===== src/lmhc_pkg.sv =====
package lmhc_pkg;

   // geometry
   localparam int MAX_WIDTH = 1024;
   localparam int X_W       = $clog2(MAX_WIDTH);
   localparam int Y_W       = 12;
   localparam int PIX_W     = 8;
   localparam int SLOTS     = 8;                   // lines held in the line store
   localparam int SLOT_W    = $clog2(SLOTS);
   localparam int WORD_W    = SLOTS * PIX_W;       // one column of all slots
   localparam int COLS      = SLOTS + 1;           // window is COLS x COLS
   localparam int BORDER    = COLS / 2;
   localparam int CSUM_W    = 12;
   localparam int WSUM_W    = 16;
   localparam int VALUE_W   = 7;

   // mean = floor(wsum / 1150) as (wsum * MEAN_RECIP) >> MEAN_SHIFT
   localparam int MEAN_RECIP = 14589;
   localparam int RECIP_W    = 14;
   localparam int MEAN_SHIFT = 24;
   localparam int MP_W       = WSUM_W + RECIP_W;
   localparam int MEAN_W     = MP_W - MEAN_SHIFT;

   // value = floor(d * 123 / 100), /100 as (n * PCT_RECIP) >> PCT_SHIFT
   localparam int GAIN       = 123;
   localparam int G_W        = 15;
   localparam int PCT_RECIP  = 5243;
   localparam int PCT_SHIFT  = 19;
   localparam int P_W        = 28;
   localparam int Q_W        = P_W - PCT_SHIFT;
   localparam int VALUE_MAX  = 125;

   typedef struct packed {
      logic [X_W-1:0] cx;
      logic [Y_W-1:0] cy;
      logic           last;
   } lmhc_tag_type;

   // one pixel beat at the line store
   typedef struct packed {
      logic [PIX_W-1:0]  pix;
      logic [X_W-1:0]    x;
      logic [SLOT_W-1:0] slot;
      logic              res;
      lmhc_tag_type      tag;
   } lmhc_pos_type;

   // one window result headed for the arithmetic
   typedef struct packed {
      logic [PIX_W-1:0]  centre;
      logic [WSUM_W-1:0] wsum;
      lmhc_tag_type      tag;
   } lmhc_win_type;

endpackage


===== src/lmhc_scale.sv =====
module lmhc_scale import lmhc_pkg::*; (
   input  logic               clock,
   input  logic               reset,
   input  logic               in_valid,
   output logic               in_ready,
   input  lmhc_win_type       in_win,
   output logic               out_valid,
   input  logic               out_ready,
   output lmhc_tag_type       out_tag,
   output logic [VALUE_W-1:0] out_value
);

   logic               v3_ff, v4_ff, v5_ff, vo_ff;
   logic               rdy3, rdy4, rdy5, rdyo;
   logic [MP_W-1:0]    mprod_ff;
   logic [PIX_W-1:0]   centre3_ff;
   logic [G_W-1:0]     gprod_ff, gprod_in;
   logic [P_W-1:0]     pprod_ff;
   lmhc_tag_type       tag3_ff, tag4_ff, tag5_ff, tago_ff;
   logic [VALUE_W-1:0] value_ff, value_in;
   logic [MEAN_W-1:0]  mean;
   logic [Q_W-1:0]     quot;

   assign rdyo     = !vo_ff || out_ready;
   assign rdy5     = !v5_ff || rdyo;
   assign rdy4     = !v4_ff || rdy5;
   assign rdy3     = !v3_ff || rdy4;
   assign in_ready = rdy3;

   // centre minus mean, times the gain
   always_comb begin
      mean = mprod_ff[MEAN_SHIFT +: MEAN_W];
      if (PIX_W'(mean) < centre3_ff) begin
         gprod_in = G_W'(centre3_ff - PIX_W'(mean)) * G_W'(GAIN);
      end else begin
         gprod_in = '0;
      end
   end

   // divide by 100 and clip
   always_comb begin
      quot = pprod_ff[PCT_SHIFT +: Q_W];
      if (quot > Q_W'(VALUE_MAX)) begin
         value_in = VALUE_W'(VALUE_MAX);
      end else begin
         value_in = quot[VALUE_W-1:0];
      end
   end

   always_ff @(posedge clock) begin
      if (reset) begin
         v3_ff <= 1'b0;
         v4_ff <= 1'b0;
         v5_ff <= 1'b0;
         vo_ff <= 1'b0;
      end else begin
         if (rdy3) v3_ff <= in_valid;
         if (rdy4) v4_ff <= v3_ff;
         if (rdy5) v5_ff <= v4_ff;
         if (rdyo) vo_ff <= v5_ff;
      end
   end

   always_ff @(posedge clock) begin
      if (rdy3) begin
         mprod_ff   <= MP_W'(in_win.wsum) * MP_W'(MEAN_RECIP);
         centre3_ff <= in_win.centre;
         tag3_ff    <= in_win.tag;
      end
      if (rdy4) begin
         gprod_ff <= gprod_in;
         tag4_ff  <= tag3_ff;
      end
      if (rdy5) begin
         pprod_ff <= P_W'(gprod_ff) * P_W'(PCT_RECIP);
         tag5_ff  <= tag4_ff;
      end
      if (rdyo) begin
         value_ff <= value_in;
         tago_ff  <= tag5_ff;
      end
   end

   assign out_valid = vo_ff;
   assign out_tag   = tago_ff;
   assign out_value = value_ff;

endmodule


===== config.mk =====
export PLATFORM = sky130hd
export DESIGN_NAME = lmhc_scale
export DESIGN_NICKNAME = d
export VERILOG_FILES = /design/src/lmhc_pkg.sv /design/src/lmhc_scale.sv
export SDC_FILE = /design/constraint.sdc
export NUM_CORES = 1
export LEC_CHECK = 0
export BUFFER_PORTS_ARGS = -buffer_cell sky130_fd_sc_hd__buf_4
export CORE_MARGIN = 10
export CORE_UTILIZATION = 55
export DETAILED_ROUTE_END_ITERATION = 8
export PLACE_DENSITY_LB_ADDON = 0.2
export SETUP_SLACK_MARGIN = 0.3
export SLEW_MARGIN = 25
export SYNTH_ARGS = -nofsm -noshare
export SYNTH_HDL_FRONTEND = slang
export SYNTH_SLANG_ARGS = --single-unit

===== constraint.sdc =====
create_clock -name clock -period 5.2 [get_ports clock]
set_input_delay 0.52 -clock clock [delete_from_list [all_inputs] [get_ports clock]]
set_output_delay 0.52 -clock clock [all_outputs]
set_load 0.03 [all_outputs]

==> impl_metrics.ini, run 1 <==
[logic_synthesis]
async_reset_ff_frac = 0
synth_warnings = 0
syn_nets = 1628
synth_edf_count = 137
syn-cell-area_um2 = 13570
synth_top_area_frac = 0.3033
synthFlopType = edfxtp_1
synth.distinct_cells = 57
syn_inst = 1182
synth_seq_area_share = 0.3092
ys_ff_latch = 141
synth_area_leaders = edfxtp_1 30%, fa_1 22%, ha_1 22%, inv_1 8.9%, xor2_1 2.1%
syn_area_per_cell_um2 = 11.48
synth_area_leader_cell = edfxtp_1

[routing]
wl_per_cell_um = 16.37
via_per_inst = 4.986
firstDrtPassIters = 4
drc_errors = 0
drtIter0Drc = 329
via_count = 8685
ant_nets = 0
routed_wl_um = 28510

[place]
place.gp.congestion = 0.8978
placedCellCount = 1676
port_buffers = 82
dpl_cell_area_um2 = 15410
hpwlAfterDp_um = 23140

[sta]
setup_viol = 0
tns_ns = 0
max_freq_mhz = 196.0
slew_headroom = 0.4206
finalHoldViolCount = 0
worstMarginPinSlew_ns = 0.8661
final-max-slew-violation-count = 0
whs_ns = 0.2662
rsz0062_at_grt = true
min_period_ns = 5.103
post-route-period-util = 0.9813
finalClockSkew_ns = 0.01617

[clocking]
clock_sinks = 141
root_buffer = clkbuf_16
clkLatencyLatePin_ns = 0.43
htreeDepth = 4
clkTransAtPathRegs_ns = 0.07
cts_tree = done
numCtsBuffers = 17
clk_path_buf_depth = 2

[worst_setup_path]
crit_type = flip-flop to flip-flop
reg2reg_depth = 21
critPathMaxStageDelay_ns = 0.52
cp.required_ns = 5.33
worstPathArrival_ns = 5.23
worst-path-buf-inv = 6
worstSetupStartpointType = flip-flop
crit_path_max_fanout = 3
critical_path.slowest_cell = fa_1
cp-end-kind = flip-flop
crit_chain = ha_1, nor2b_1, o21a_1, o21a_4, o311ai_4, inv_2, ha_4, inv_2, fa_1, inv_1, fa_1, inv_1, fa_1, inv_2, ha_4, buf_4, nor3_4, nor3_4, a311oi_2, xnor2_1, nor2_1
critPathTopFamily = adder cells
crit_cells = 21

[grt]
grt_pass1_vias = 9592
grt_use_met1 = 0.2271
grt-ovfl-total = 0
antenna_found_initial = 0
top_usage_layer = met2
track_usage = 0.1875
use_met3 = 0.03243
grt_max_degree = 39
grt_first_pass_wirelength_um = 46980
met2_usage = 0.3384

[floorplan]
coreArea_um2 = 24320
rows = 57
fp.dieW_um = 177.1
start_util = 0.5578
boundaryPins = 83
die_y_um = 177.1
dieArea_um2 = 31350

[hold_path]
worst_hold_path_type = input port to flip-flop
hold_depth = 1

[run]
cap_violations = 0

[final_layout]
area_growth_pct = 25.45
finalNonFillerCells = 1742
mostFrequentLayoutCell = inv_1
mostFrequentLayoutCells = 290 x inv_1, 205 x ha_1, 197 x buf_4
fin_area_um2 = 17020
nets = 1851
diodes = 0
drive_gt1_frac = 0.2687

[outcome]
outcome = finished, final reports clean
## cell families after synthesis
logic type      synth area share
flops                     0.3092
xor+xnor                 0.04114
mux                     0.002398
simple gates             0.04861
compound gates           0.05820
fa+ha+maj                 0.4492
buf+inv                  0.09131
## layout make-up
type | count | area, µm²
Sequential cell | 141 | 4194
Clock inverter | 15 | 193.9
Tap cell | 324 | 405.4
Multi-Input combinational cell | 712 | 8947
Fill cell | 1687 | 7302
Timing Repair Buffer | 210 | 1625
Inverter | 323 | 1226
Clock buffer | 17 | 425.4
## metrics by stage
stage / worst slack [ns] / util
after global routing: -0.1564 / 0.6997
after global placement: -0.2473 / 0.6334
after detailed placement: -0.3491 / 0.6337
after CTS: 0.08540 / 0.6784
after floorplan: -0.03143 / -
final: 0.09745 / 0.6997
## path summary, 6_finish.rpt
check,end,slack [ns],from
max,gprod_ff[14],0.1,centre3_ff[1]
max reg2reg,gprod_ff[14],0.1,centre3_ff[1]
min,tag3_ff[14],0.27,in_win[14]
min reg2reg,tag4_ff[13],0.41,tag3_ff[13]
## state kept, by name (all words and copies together), names as in the netlist, 6 cells and up
register    flops
out_tag        23
tag3_ff        23
tag4_ff        23
tag5_ff        23
gprod_ff       15
pprod_ff        9
centre3_ff      8
out_value       7
mprod_ff        6
## routing by layer
| metal | share of wire | wire length, µm | vias to the layer above |
|---|---|---|---|
| li1 | - | - | 4278 |
| met1 | 0.42 | 12050 | 4221 |
| met2 | 0.53 | 15030 | 144 |
| met3 | 0.030 | 853 | 42 |
| met4 | 0.020 | 578 | 0 |
| met5 | 0 | 0 | - |
## what timing repair did
action | 4_1_cts | 5_1_grt
hold buffers | 0 | 0
buffers inserted | 14 | 20
resized for setup | 62 | 71
pin swaps | 52 | 56
endpoints found under the hold margin | 0 | 0
endpoints found under the setup margin | 13 | 21
## synthesized netlist by cell type, drive strengths merged, types with 2 or more instances
| master | number |
|---|---|
| nand3 | 5 |
| and3 | 4 |
| nor2b | 15 |
| nor2 | 44 |
| a21o | 24 |
| or2 | 2 |
| inv | 323 |
| ha | 243 |
| o311ai | 2 |
| dfxtp | 4 |
| a211oi | 4 |
| nand4 | 10 |
| mux2 | 2 |
| nor3 | 11 |
| o211ai | 3 |
| o21ai | 21 |
| fa | 152 |
| xnor2 | 29 |
| nand2b | 2 |
| a31oi | 2 |
| o21bai | 2 |
| o21a | 5 |
| nor4 | 2 |
| xor2 | 33 |
| clkbuf | 5 |
| and4 | 3 |
| a21oi | 39 |
| or3 | 6 |
| nand2 | 29 |
| edfxtp | 137 |
Power of run 1 is not shown: default switching activity piles up to over one toggle a cycle in this logic, so the estimate is an artifact.
==> run 2: changes to the inputs <==
Settings changed: ABC_AREA set to 1.
==> run 2 against run 1 <==
First-iteration DRC count is 50% higher. Critical path depth is 1 higher. Core utilization is 6.6 points lower. Final cell count is 16% higher. Fmax is 7.8% higher. Critical endpoint is now gprod_ff[12]. Wire length is 9.2% higher. Worst setup slack better by 0.37 ns. Die area is 8.3% higher. Flip-flop and latch count stayed put. Hold slack better by 0.0028 ns.
==> impl_metrics.ini, run 2 <==
[logic_synthesis]
synth_warnings = 0
synth_common_cells = 419 x inv_1, 243 x ha_1, 239 x nand2_1
synth_seq_area_share = 0.2827
syn_area_per_cell_um2 = 9.511
async_reset_ff_frac = 0
synth_area_leaders = edfxtp_1 28%, fa_1 21%, ha_1 20%, inv_1 11%, nand2_1 6.0%
synth_edf_count = 137
synthFlopType = edfxtp_1
synth_top_area_frac = 0.2773
syn_nets = 2006
synth_area_leader_cell = edfxtp_1
synth.most_common_cell = inv_1
ys_ff_latch = 141
syn-cell-area_um2 = 14840
syn_inst = 1560
synth.distinct_cells = 36

[clocking]
clock_sinks = 141
clkTransAtPathRegs_ns = 0.07
htreeDepth = 4
root_buffer = clkbuf_16
clk_path_buf_depth = 2
cts_tree = done
clkLatencyLatePin_ns = 0.42
numCtsBuffers = 17
ctsHoldBuffers = 0

[sta]
min_period_ns = 4.734
post-route-period-util = 0.9104
worstMarginPinSlew_ns = 0.9720
finalHoldViolCount = 0
slew_headroom = 0.3497
setup_viol = 0
tns_ns = 0
rsz0062_at_grt = true
finalClockSkew_ns = 0.01356
final-max-slew-violation-count = 0
max_freq_mhz = 211.2

[worst_setup_path]
r2r-start = centre3_ff[0]
crit_path_max_fanout = 8
critPathMaxStageDelay_ns = 0.54
crit_type = flip-flop to flip-flop
r2r_slack_ns = 0.47
worstPathArrival_ns = 4.90
cp.required_ns = 5.36
worst-path-buf-inv = 6
crit_chain = inv_2, ha_4, inv_2, fa_2, nand3_2, nand4_1, nand2_4, inv_4, ha_1, xor2_1, ha_1, fa_1, inv_1, fa_1, inv_1, ha_4, inv_2, o21bai_2, nor2_1, nand3_2, xor2_2, nor2_2
r2r-end = gprod_ff[12]
reg2reg_depth = 22
critPathTopFamily = adder cells
cp-end-kind = flip-flop
cp_common_cell = inv_2
worstSetupStartpointType = flip-flop
critical_path.slowest_cell = fa_1

[final_layout]
fin_area_um2 = 16940
drive_gt1_frac = 0.1356
diodes = 0
final_util = 0.6338
mostFrequentLayoutCells = 409 x inv_1, 232 x nand2_1, 225 x ha_1
area_growth_pct = 14.18
mostFrequentLayoutCell = inv_1
finalNonFillerCells = 2022
fillCellCount = 2219
nets = 2114

[place]
place.gp.congestion = 0.9207
placedCellCount = 1986
port_buffers = 82
hpwlAfterDp_um = 26370
dpl_cell_area_um2 = 15910

[grt]
track_usage = 0.1872
grt_pass1_vias = 10562
antenna_found_initial = 0
grt-ovfl-total = 0
grt_max_degree = 40
grt_first_pass_wirelength_um = 50820

[run]
cap_violations = 0

[outcome]
outcome = finished, final reports clean

[routing]
firstDrtPassIters = 5
drtIter0Drc = 494
routed_wl_um = 31140
via_per_inst = 5.019
drc_errors = 0
ant_nets = 0
via_count = 10148
wl_per_cell_um = 15.40

[floorplan]
dieArea_um2 = 33950
rows = 60
coreArea_um2 = 26730
start_util = 0.5551
fp.dieW_um = 184.2
boundaryPins = 83
die_y_um = 184.2

[hold_path]
hold_depth = 1
hold_path.startpoint = in_win[21]
worst_hold_path_type = input port to flip-flop
hold_path_end = tag3_ff[21]
[run 2: changes by cell type after synthesis, moves of 15 or more]
cell,change
nand3_1,+38
a21oi_1,+20
nor2b_1,-15
inv_1,+96
nor2_1,+42
nand2_1,+210
xnor2_1,-20
[run 2: repair_timing]
item | CTS | global route
pin swaps | 0 | 30
endpoints found under the setup margin | 4 | 15
gates resized for setup | 6 | 72
endpoints found under the hold margin | 0 | 0
setup buffers | 0 | 4
[run 2: cell type report]
| cell class | instances | area, µm² | area share |
|---|---|---|---|
| multi-input cells | 989 | 9379 | 0.5537 |
| flip-flops and latches | 141 | 4194 | 0.2476 |
| inverters | 424 | 1605 | 0.09476 |
| repair buffers | 95 | 713.2 | 0.04210 |
| well taps | 341 | 426.7 | 0.02519 |
| clock buffers | 17 | 425.4 | 0.02511 |
| clock inverters | 15 | 196.4 | 0.01160 |
[run 2: cells by family after synthesis]
group | synth area share
buffers and inverters | 0.1100
and+or+nand+nor | 0.1246
adders and majority gates | 0.4100
DFF | 0.2827
AOI/OAI and AO/OA | 0.04815
xor gates and xnor gates | 0.02462
[run 2: per-stage QoR]
stage / hold slack [ns] / worst slack (ns)
floorplan: 0.4003 / 0.3254
global placement: 0.4003 / 0.09058
detailed placement: 0.4045 / 0.01420
CTS: 0.2521 / 0.3277
global route: 0.2481 / 0.2856
finish: 0.2690 / 0.4659
[run 2: how the worst max path moves through the flow]
stage,start,endpoint,slack (ns),depth (start not counted)
after floorplan,in_win[31],mprod_ff[27],0.33,25
after global placement,in_win[25],mprod_ff[25],0.09,20
after detailed placement,in_win[32],mprod_ff[28],0.01,21
after CTS,centre3_ff[0],gprod_ff[12],0.33,22
after global routing,centre3_ff[0],gprod_ff[13],0.29,26
final,centre3_ff[0],gprod_ff[12],0.47,22
[run 2: worst register-to-register path, cell delays in order, from the launching register on]
cell      delay (ns)
edfxtp_1        0.39
inv_2           0.10
ha_4            0.13
inv_2           0.04
fa_2            0.42
nand3_2         0.10
nand4_1         0.14
nand2_4         0.18
inv_4           0.07
ha_1            0.31
xor2_1          0.15
ha_1            0.32
fa_1            0.55
inv_1           0.05
fa_1            0.49
inv_1           0.06
ha_4            0.25
inv_2           0.11
o21bai_2        0.10
nor2_1          0.13
nand3_2         0.11
xor2_2          0.23
nor2_2          0.04
[run 2: metal layers]
| metal | part of all wire | GRT usage |
|---|---|---|
| met1 | 0.45 | 0.2411 |
| met2 | 0.50 | 0.3284 |
| met5 | 0 | 0 |
| met4 | 0.013 | 0.04458 |
| met3 | 0.031 | 0.02225 |
Power of run 2 is left out for the same reason.
